===== config.mk =====
export PLATFORM = sky130hd
export DESIGN_NAME = priority_ready_queue_scheduler_core
export DESIGN_NICKNAME = d
export VERILOG_FILES = /design/src/prq_pkg.sv /design/src/prq_ram.sv /design/src/prq_ctrl.sv /design/src/prq_dpath.sv /design/src/priority_ready_queue_scheduler_core.sv
export SDC_FILE = /design/constraint.sdc
export NUM_CORES = 1
export LEC_CHECK = 0
export BUFFER_PORTS_ARGS = -buffer_cell sky130_fd_sc_hd__buf_2
export CELL_PAD_IN_SITES_DETAIL_PLACEMENT = 1
export CELL_PAD_IN_SITES_GLOBAL_PLACEMENT = 2
export CORE_MARGIN = 3
export CORE_UTILIZATION = 45
export DETAILED_ROUTE_END_ITERATION = 8
export GPL_TIMING_DRIVEN = 1
export HOLD_SLACK_MARGIN = 0.12
export PLACE_DENSITY = 0.85
export SYNTH_ARGS = -nofsm -noshare
export SYNTH_HDL_FRONTEND = slang
export SYNTH_SLANG_ARGS = --single-unit

===== constraint.sdc =====
create_clock -name i_clk -period 5.4 [get_ports i_clk]
set_input_delay 0.54 -clock i_clk [delete_from_list [all_inputs] [get_ports i_clk]]
set_output_delay 0.54 -clock i_clk [all_outputs]
set_load 0.02 [all_outputs]

===== src/prq_pkg.sv =====
`timescale 1ns / 1ps

package prq_pkg;

    // operation codes
    localparam logic [2:0] OP_ENQUEUE  = 3'd0;
    localparam logic [2:0] OP_DISPATCH = 3'd1;
    localparam logic [2:0] OP_TICK     = 3'd2;
    localparam logic [2:0] OP_YIELD    = 3'd3;
    localparam logic [2:0] OP_RELEASE  = 3'd4;

    // status codes
    localparam logic [2:0] ST_OK       = 3'd0;
    localparam logic [2:0] ST_NONE     = 3'd1;
    localparam logic [2:0] ST_BAD_PRI  = 3'd2;
    localparam logic [2:0] ST_QUEUED   = 3'd3;
    localparam logic [2:0] ST_NO_YIELD = 3'd4;

    // input request
    typedef struct packed {
        logic [2:0] operation;
        logic [5:0] thread_id;
        logic [3:0] priority_req;
    } t_req;

    // result
    typedef struct packed {
        logic [2:0] status;
        logic [5:0] chosen_id;
        logic [2:0] chosen_priority;
        logic       switched;
    } t_rsp;

    // controller to datapath
    typedef struct packed {
        logic clr_step;
        logic accept;
        logic link_read;
        logic commit;
    } t_cmd;

    // datapath to controller
    typedef struct packed {
        logic clr_done;
        logic need_link;
    } t_sts;

endpackage


===== src/prq_ram.sv =====
`timescale 1ns / 1ps

module prq_ram #(
    parameter int WIDTH = 6,
    parameter int DEPTH = 64,
    localparam int AW = (DEPTH > 1) ? $clog2(DEPTH) : 1
) (
    input  logic             i_clk,
    input  logic             i_we,
    input  logic [AW-1:0]    i_waddr,
    input  logic [WIDTH-1:0] i_wdata,
    input  logic             i_re,
    input  logic [AW-1:0]    i_raddr,
    output logic [WIDTH-1:0] o_rdata
);

    logic [WIDTH-1:0] r_mem [DEPTH];

    // one write port, one registered read port
    always_ff @(posedge i_clk) begin
        if (i_we) begin
            r_mem[i_waddr] <= i_wdata;
        end
        if (i_re) begin
            o_rdata <= r_mem[i_raddr];
        end
    end

endmodule


===== src/prq_ctrl.sv =====
`timescale 1ns / 1ps

module prq_ctrl (
    input  logic          i_clk,
    input  logic          i_rst_n,
    input  logic          i_valid,
    output logic          o_ready,
    output logic          o_valid,
    input  logic          i_ready,
    input  prq_pkg::t_sts i_sts,
    output prq_pkg::t_cmd o_cmd
);
    import prq_pkg::*;

    typedef enum logic [1:0] {
        S_CLEAR,
        S_IDLE,
        S_EXEC,
        S_LINK
    } t_state;

    t_state r_state;
    t_state n_state;
    logic   r_out_valid;
    logic   n_out_valid;
    logic   out_free;

    assign out_free = !r_out_valid || i_ready;

    // commands from state
    always_comb begin
        o_cmd           = '0;
        o_cmd.clr_step  = (r_state == S_CLEAR);
        o_cmd.accept    = (r_state == S_IDLE) && i_valid;
        o_cmd.link_read = (r_state == S_EXEC) && i_sts.need_link;
        o_cmd.commit    = ((r_state == S_EXEC) && !i_sts.need_link && out_free)
                       || ((r_state == S_LINK) && out_free);
    end

    // next state
    always_comb begin
        n_state = r_state;
        case (r_state)
            S_CLEAR: begin
                if (i_sts.clr_done) begin
                    n_state = S_IDLE;
                end
            end
            S_IDLE: begin
                if (i_valid) begin
                    n_state = S_EXEC;
                end
            end
            S_EXEC: begin
                if (i_sts.need_link) begin
                    n_state = S_LINK;
                end else if (out_free) begin
                    n_state = S_IDLE;
                end
            end
            S_LINK: begin
                if (out_free) begin
                    n_state = S_IDLE;
                end
            end
            default: begin
                n_state = S_CLEAR;
            end
        endcase
    end

    // result slot
    always_comb begin
        n_out_valid = r_out_valid;
        if (o_cmd.commit) begin
            n_out_valid = 1'b1;
        end else if (i_ready) begin
            n_out_valid = 1'b0;
        end
    end

    // state and registered outputs
    always_ff @(posedge i_clk) begin
        if (!i_rst_n) begin
            r_state     <= S_CLEAR;
            r_out_valid <= 1'b0;
        end else begin
            r_state     <= n_state;
            r_out_valid <= n_out_valid;
        end
    end

    assign o_ready = (r_state == S_IDLE);
    assign o_valid = r_out_valid;

endmodule


===== src/prq_dpath.sv =====
`timescale 1ns / 1ps

module prq_dpath #(
    parameter int LEVELS  = 8,
    parameter int THREADS = 64
) (
    input  logic          i_clk,
    input  logic          i_rst_n,
    input  prq_pkg::t_req i_req,
    input  prq_pkg::t_cmd i_cmd,
    output prq_pkg::t_sts o_sts,
    output prq_pkg::t_rsp o_rsp
);
    import prq_pkg::*;

    localparam int TW = $clog2(THREADS);
    localparam int LW = $clog2(LEVELS);
    localparam logic [TW-1:0] LAST_TID = TW'(THREADS - 1);

    // latched request
    logic [2:0]    r_op;
    logic [5:0]    r_tid;
    logic [3:0]    r_pri;
    logic [LW-1:0] r_lvl;
    logic          r_any;
    logic          r_use_link;

    // scheduler state
    logic [LEVELS-1:0] r_nonempty;
    logic [LEVELS-1:0] n_nonempty;
    logic [TW-1:0]     r_run_id;
    logic [LW-1:0]     r_run_lvl;
    logic              r_run_valid;
    logic              r_yield;
    logic [TW-1:0]     r_clr_cnt;
    t_rsp              r_rsp;
    t_rsp              n_rsp;

    // memory ports
    logic [TW-1:0] link_rd;
    logic [TW-1:0] head_rd;
    logic [TW-1:0] tail_rd;
    logic          queued_rd;
    logic          link_we;
    logic          head_we;
    logic          tail_we;
    logic          queued_we;
    logic [LW-1:0] head_waddr;
    logic [TW-1:0] head_wdata;
    logic [TW-1:0] queued_waddr;
    logic [LW-1:0] lvl_raddr;

    // decode
    logic [LW-1:0] enc;
    logic [TW-1:0] tid_w;
    logic [LW-1:0] lvl_e;
    logic [TW-1:0] app_tid;
    logic [LW-1:0] app_lvl;
    logic          bad;
    logic          dup;
    logic          app_ok;
    logic          disp_ok;
    logic          yield_ok;

    // most urgent non-empty level
    always_comb begin
        enc = '0;
        for (int i = LEVELS - 1; i >= 0; i--) begin
            if (r_nonempty[i]) begin
                enc = LW'(i);
            end
        end
    end

    // level read address at accept
    always_comb begin
        case (i_req.operation)
            OP_YIELD:    lvl_raddr = r_run_lvl;
            OP_DISPATCH: lvl_raddr = enc;
            default:     lvl_raddr = LW'(i_req.priority_req);
        endcase
    end

    // request decode in the execute step
    assign tid_w    = TW'(r_tid);
    assign lvl_e    = LW'(r_pri);
    assign bad      = (32'(r_tid) >= THREADS) || (32'(r_pri) >= LEVELS);
    assign dup      = queued_rd || (r_run_valid && (r_run_id == tid_w));
    assign yield_ok = (r_op == OP_YIELD) && r_run_valid && r_yield;
    assign app_ok   = ((r_op == OP_ENQUEUE) && !bad && !dup) || yield_ok;
    assign disp_ok  = (r_op == OP_DISPATCH) && !r_run_valid && r_any;
    assign app_tid  = (r_op == OP_YIELD) ? r_run_id : tid_w;
    assign app_lvl  = (r_op == OP_YIELD) ? r_run_lvl : lvl_e;

    assign o_sts.need_link = disp_ok && !r_use_link && (head_rd != tail_rd);
    assign o_sts.clr_done  = (r_clr_cnt == LAST_TID);

    // memory write controls
    assign link_we    = i_cmd.commit && app_ok && r_nonempty[app_lvl];
    assign tail_we    = i_cmd.commit && app_ok;
    assign head_we    = i_cmd.commit && ((app_ok && !r_nonempty[app_lvl])
                                       || (disp_ok && r_use_link));
    assign head_waddr = app_ok ? app_lvl : r_lvl;
    assign head_wdata = app_ok ? app_tid : link_rd;
    assign queued_we  = i_cmd.clr_step || (i_cmd.commit && (app_ok || disp_ok));
    assign queued_waddr = i_cmd.clr_step ? r_clr_cnt : (app_ok ? app_tid : head_rd);

    prq_ram #(.WIDTH(TW), .DEPTH(THREADS)) u_link (
        .i_clk   (i_clk),
        .i_we    (link_we),
        .i_waddr (tail_rd),
        .i_wdata (app_tid),
        .i_re    (i_cmd.link_read),
        .i_raddr (head_rd),
        .o_rdata (link_rd)
    );

    prq_ram #(.WIDTH(1), .DEPTH(THREADS)) u_queued (
        .i_clk   (i_clk),
        .i_we    (queued_we),
        .i_waddr (queued_waddr),
        .i_wdata (app_ok && !i_cmd.clr_step),
        .i_re    (i_cmd.accept),
        .i_raddr (TW'(i_req.thread_id)),
        .o_rdata (queued_rd)
    );

    prq_ram #(.WIDTH(TW), .DEPTH(LEVELS)) u_head (
        .i_clk   (i_clk),
        .i_we    (head_we),
        .i_waddr (head_waddr),
        .i_wdata (head_wdata),
        .i_re    (i_cmd.accept),
        .i_raddr (lvl_raddr),
        .o_rdata (head_rd)
    );

    prq_ram #(.WIDTH(TW), .DEPTH(LEVELS)) u_tail (
        .i_clk   (i_clk),
        .i_we    (tail_we),
        .i_waddr (app_lvl),
        .i_wdata (app_tid),
        .i_re    (i_cmd.accept),
        .i_raddr (lvl_raddr),
        .o_rdata (tail_rd)
    );

    // level occupancy update
    always_comb begin
        n_nonempty = r_nonempty;
        for (int i = 0; i < LEVELS; i++) begin
            if (app_ok && (app_lvl == LW'(i))) begin
                n_nonempty[i] = 1'b1;
            end
            if (disp_ok && !r_use_link && (r_lvl == LW'(i))) begin
                n_nonempty[i] = 1'b0;
            end
        end
    end

    // result of the current request
    always_comb begin
        n_rsp = '0;
        case (r_op)
            OP_ENQUEUE: begin
                if (bad) begin
                    n_rsp.status = ST_BAD_PRI;
                end else if (dup) begin
                    n_rsp.status = ST_QUEUED;
                end
            end
            OP_DISPATCH: begin
                if (r_run_valid) begin
                    n_rsp.chosen_id       = 6'(r_run_id);
                    n_rsp.chosen_priority = 3'(r_run_lvl);
                end else if (!r_any) begin
                    n_rsp.status = ST_NONE;
                end else begin
                    n_rsp.chosen_id       = 6'(head_rd);
                    n_rsp.chosen_priority = 3'(r_lvl);
                    n_rsp.switched        = 1'b1;
                end
            end
            OP_YIELD: begin
                if (yield_ok) begin
                    n_rsp.chosen_id       = 6'(r_run_id);
                    n_rsp.chosen_priority = 3'(r_run_lvl);
                    n_rsp.switched        = 1'b1;
                end else begin
                    n_rsp.status = ST_NO_YIELD;
                end
            end
            OP_RELEASE: begin
                if (!r_run_valid) begin
                    n_rsp.status = ST_NONE;
                end
            end
            default: begin
                n_rsp = '0;
            end
        endcase
    end

    // control state
    always_ff @(posedge i_clk) begin
        if (!i_rst_n) begin
            r_nonempty  <= '0;
            r_run_id    <= '0;
            r_run_lvl   <= '0;
            r_run_valid <= 1'b0;
            r_yield     <= 1'b0;
            r_clr_cnt   <= '0;
            r_use_link  <= 1'b0;
        end else begin
            if (i_cmd.clr_step && !o_sts.clr_done) begin
                r_clr_cnt <= r_clr_cnt + 1'b1;
            end
            if (i_cmd.accept) begin
                r_use_link <= 1'b0;
            end else if (i_cmd.link_read) begin
                r_use_link <= 1'b1;
            end
            if (i_cmd.commit) begin
                r_nonempty <= n_nonempty;
                if (disp_ok) begin
                    r_run_id    <= head_rd;
                    r_run_lvl   <= r_lvl;
                    r_run_valid <= 1'b1;
                    r_yield     <= 1'b0;
                end else if (yield_ok || (r_op == OP_RELEASE)) begin
                    r_run_valid <= 1'b0;
                    r_yield     <= 1'b0;
                end else if ((r_op == OP_TICK) && r_run_valid) begin
                    r_yield <= 1'b1;
                end
            end
        end
    end

    // request and result payload
    always_ff @(posedge i_clk) begin
        if (i_cmd.accept) begin
            r_op  <= i_req.operation;
            r_tid <= i_req.thread_id;
            r_pri <= i_req.priority_req;
            r_lvl <= enc;
            r_any <= |r_nonempty;
        end
        if (i_cmd.commit) begin
            r_rsp <= n_rsp;
        end
    end

    assign o_rsp = r_rsp;

endmodule


===== src/priority_ready_queue_scheduler_core.sv =====
`timescale 1ns / 1ps
// one request at a time: result registered in the execute step, or in the link step for a
// dispatch that must follow the level's link (registered read of the link memory)
// a new request is accepted only once the result of the last one is registered
// a held result stalls the final step until the result register is free
// reset (synchronous, active low): a clearing pass over every entry of the
// queued-flag memory runs first, with o_ready low

module priority_ready_queue_scheduler_core #(
    parameter int LEVELS  = 8,
    parameter int THREADS = 64
) (
    input  logic          i_clk,
    input  logic          i_rst_n,
    input  logic          i_valid,
    output logic          o_ready,
    input  prq_pkg::t_req i_req,
    output logic          o_valid,
    input  logic          i_ready,
    output prq_pkg::t_rsp o_rsp
);
    import prq_pkg::*;

    t_cmd cmd;
    t_sts sts;

    // sequencer
    prq_ctrl u_ctrl (
        .i_clk   (i_clk),
        .i_rst_n (i_rst_n),
        .i_valid (i_valid),
        .o_ready (o_ready),
        .o_valid (o_valid),
        .i_ready (i_ready),
        .i_sts   (sts),
        .o_cmd   (cmd)
    );

    // queues, running slot and result register
    prq_dpath #(.LEVELS(LEVELS), .THREADS(THREADS)) u_dpath (
        .i_clk   (i_clk),
        .i_rst_n (i_rst_n),
        .i_req   (i_req),
        .i_cmd   (cmd),
        .o_sts   (sts),
        .o_rsp   (o_rsp)
    );

endmodule


==> impl_metrics.py <==
metrics = {
    "status": {
        "status": "finished clean",
    },
    "worst_setup_path": {
        "critPathLaunchType": "register",
        "timing.rr.start": "u_dpath.r_op[2]",
        "crit_path_end": "u_dpath.u_link.r_mem[24][3]",
        "rr_endpoint": "u_dpath.u_link.r_mem[24][3]",
        "end_kind": "register",
        "cp.required_ns": 5.65,
        "ff2ff_path_depth": 7,
        "crit_arrival_ns": 4.61,
        "crit_path_start": "u_dpath.r_op[2]",
        "crit_type": "reg2reg",
        "cp_max_fo": 19,
        "r2r_setup_slack_ns": 1.04,
    },
    "clock_tree": {
        "htreeDepth": 2,
        "cts_resized": 0,
        "tritoncts": "yes",
        "clockBufferDepth": 3,
        "clock-root-buffer": "clkbuf_16",
        "cts_buffers": 61,
        "path_clk_slew_ns": 0.06,
        "worstSkewPairLatency_ns": 0.63,
        "cts.sinks": 622,
    },
    "sta": {
        "timing.final.crit_share_pct": 80.8,
        "tightest_slew_ns": 1.24,
        "skew_ns": 0.0300,
        "finalCriticalPeriod_ns": 4.36,
        "setup-tns-final_ns": 0,
        "hold_ws_ns": 0.167,
        "finalSetupViolations": 0,
        "slew_headroom_pct": 17.0,
        "rsz0062_at_grt": "no",
        "slew_violations": 0,
        "max_freq_mhz": 229,
        "hold_violations": 0,
    },
    "floorplanning": {
        "rows": 87,
        "core_um2": 56700,
        "io_pins": 32,
        "start_util_pct": 45.8,
        "die_h_um": 246,
        "die_area_um2": 60600,
        "die_w_um": 246,
    },
    "synthesis": {
        "ys.warnings.count": 0,
        "ys_seq_area_share_pct": 70.8,
        "synth_area_um2": 26000,
        "synth_top_area_share_pct": 68.6,
        "ys_types": 70,
        "ys_ff_latch": 622,
        "yosys.area.top_type": "edfxtp_1",
        "synth_edf_count": 593,
        "ys.flop_type": "edfxtp_1",
        "syn-num-nets": 1505,
        "syn_inst": 1487,
        "synth.area.top_cells": "edfxtp_1 (69%), mux4_2 (13%), nor2_1 (2.4%)",
        "syn_avg_cell_area_um2": 17.5,
        "async_flop_share_pct": 0,
    },
    "cells_and_area": {
        "mostFrequentLayoutCells": "edfxtp_1 (593), nor2_1 (165), mux4_2 (147)",
        "drive_gt1_share_pct": 23.3,
        "final_common_cell": "edfxtp_1",
        "fin_nets": 1546,
        "area_growth_syn_to_layout_pct": 11.8,
    },
    "worst_hold_path": {
        "holdCritPathClass": "in2reg",
    },
    "global_route": {
        "busiest_layer": "met2",
        "grt.total_usage_pct": 22.5,
        "met2_usage_pct": 37.0,
        "overflow": 0,
        "use_met3_pct": 4.03,
        "antenna_found_initial": 5,
        "grt_max_degree": 74,
        "grt_pass1_wl_mm": 101,
        "grt_pass1_vias": 15169,
        "grtUsageMet1_pct": 30.6,
    },
    "routing": {
        "drt-vias-per-instance": 6.24,
        "vias": 14568,
        "routed_wl_mm": 67.3,
        "drcViolationCount": 0,
        "ant_nets": 0,
        "dr.pass1.iters": 5,
        "initialDrtViolationCount": 1628,
        "wl_per_cell_um": 28.9,
    },
    "pwr": {
        "clkPwrFrac_pct": 38.3,
        "power.switching_w": 0.00288,
        "ir_drop_v": 0.000313,
        "internal_power_w": 0.00845,
        "power_density_nw_per_um2": 390,
        "power.leakage_nw": 9.02,
        "combPwrFrac_pct": 12.9,
        "swShare_pct": 25.4,
        "seqPwrFrac_pct": 48.8,
    },
    "flow_run": {
        "maxCapViolations": 0,
    },
    "place": {
        "port_buffers": 31,
        "routabilityCongestion": 0.863,
        "dp_hpwl_mm": 41.6,
    },
}
## per-stage QoR
stage | instances | setup slack (ns) | power (W) | util [%] | instance area [µm²]
detailed placement | 2218 | 1.13 | 0.00708 | 47.5 | 27000
global placement | 2218 | 1.31 | 0.00703 | 47.5 | 27000
global route | 2333 | 0.711 | 0.0117 | 51.2 | 29000
finish | 2334 | 1.04 | 0.0113 | 51.2 | 29000
floorplan | 1487 | 1.83 | 0.00657 | - | 26000
CTS | 2333 | 1.07 | 0.0114 | 51.2 | 29000
## per-layer routing
metal | share of wire (%) | vias to the layer above | routed length, µm
li1 | - | 6140 | -
met5 | 0.065 | - | 44
met1 | 41 | 7702 | 27300
met4 | 3.1 | 6 | 2100
met2 | 49 | 588 | 33300
met3 | 6.8 | 132 | 4600
## flip-flops by register name (all words and copies together) (netlist names), 4 cells and up
name / flops
u_dpath.r_nonempty: 8
u_dpath.u_head.o_rdata: 6
u_dpath.u_tail.r_mem: 48
u_dpath.o_rsp: 13
u_dpath.u_link.o_rdata: 6
u_dpath.u_queued.r_mem: 64
u_dpath.r_pri: 4
u_dpath.r_tid: 6
u_dpath.u_head.r_mem: 48
u_dpath.r_run_id: 6
u_dpath.u_tail.o_rdata: 6
u_dpath.r_clr_cnt: 6
u_dpath.u_link.r_mem: 384
## synthesized netlist by cell type, types with 24 or more instances
| cell type | count |
|---|---|
| a211oi_1 | 41 |
| a21oi_1 | 55 |
| a221o_1 | 24 |
| buf_2 | 25 |
| clkbuf_1 | 49 |
| dfxtp_1 | 29 |
| edfxtp_1 | 593 |
| mux2i_1 | 31 |
| mux4_2 | 147 |
| nand2_1 | 34 |
| nor2_1 | 167 |
| nor3_1 | 24 |
| o21ai_0 | 42 |
## repair_timing
item,in CTS,in global routing
endpoints found under the hold margin,3,0
hold buffers,3,0
setup buffers,0,0
## worst max-delay path, stage by stage (launching register included)
cell      delay [ns]
edfxtp_1        0.47
nand3b_1        0.73
mux2i_1         0.69
o221ai_2        0.19
o32ai_2         0.22
nand4_1         0.46
or3b_1          0.70
nor2_1          0.51
## power groups by stage
stage	clock, W	combinational, W	sequential [W]
after detailed placement	0	0.00145	0.00563
after global placement	0	0.00141	0.00562
final	0.00434	0.00146	0.00553
after global routing	0.00460	0.00156	0.00554
after floorplan	0	0.000964	0.00560
after CTS	0.00441	0.00147	0.00553
## cell families after synthesis
group / share of synthesized area [%]
buffers and inverters: 1.75
AOI/OAI and AO/OA: 6.61
muxes: 14.5
xor gates and xnor gates: 0.540
DFF: 70.8
and+or+nand+nor: 5.79
adders and majority gates: 0.0482
## cell type report
cell class	instances	area, µm²
multi-input cells	763	7170
flip-flops and latches	622	18400
clock buffers	70	1580
fillers	5143	27700
inverters	12	45.0
repair buffers	68	440
clock inverters	42	453
well taps	756	946
diodes	1	2.50
## worst min-delay path by stage
stage,from,endpoint,slack (ns),depth (start not counted)
detailed placement,u_dpath.r_run_id[0],u_dpath.r_run_id[0],0.52,2
global route,i_req[2],u_dpath.r_pri[2],0.14,1
floorplan,u_dpath.r_run_id[2],u_dpath.r_run_id[2],0.49,2
global placement,u_dpath.r_run_id[0],u_dpath.r_run_id[0],0.51,2
finish,i_req[2],u_dpath.r_pri[2],0.17,1
CTS,i_req[10],u_dpath.r_op[0],0.12,1
No activity file was read; power rests on OpenSTA's default activity.
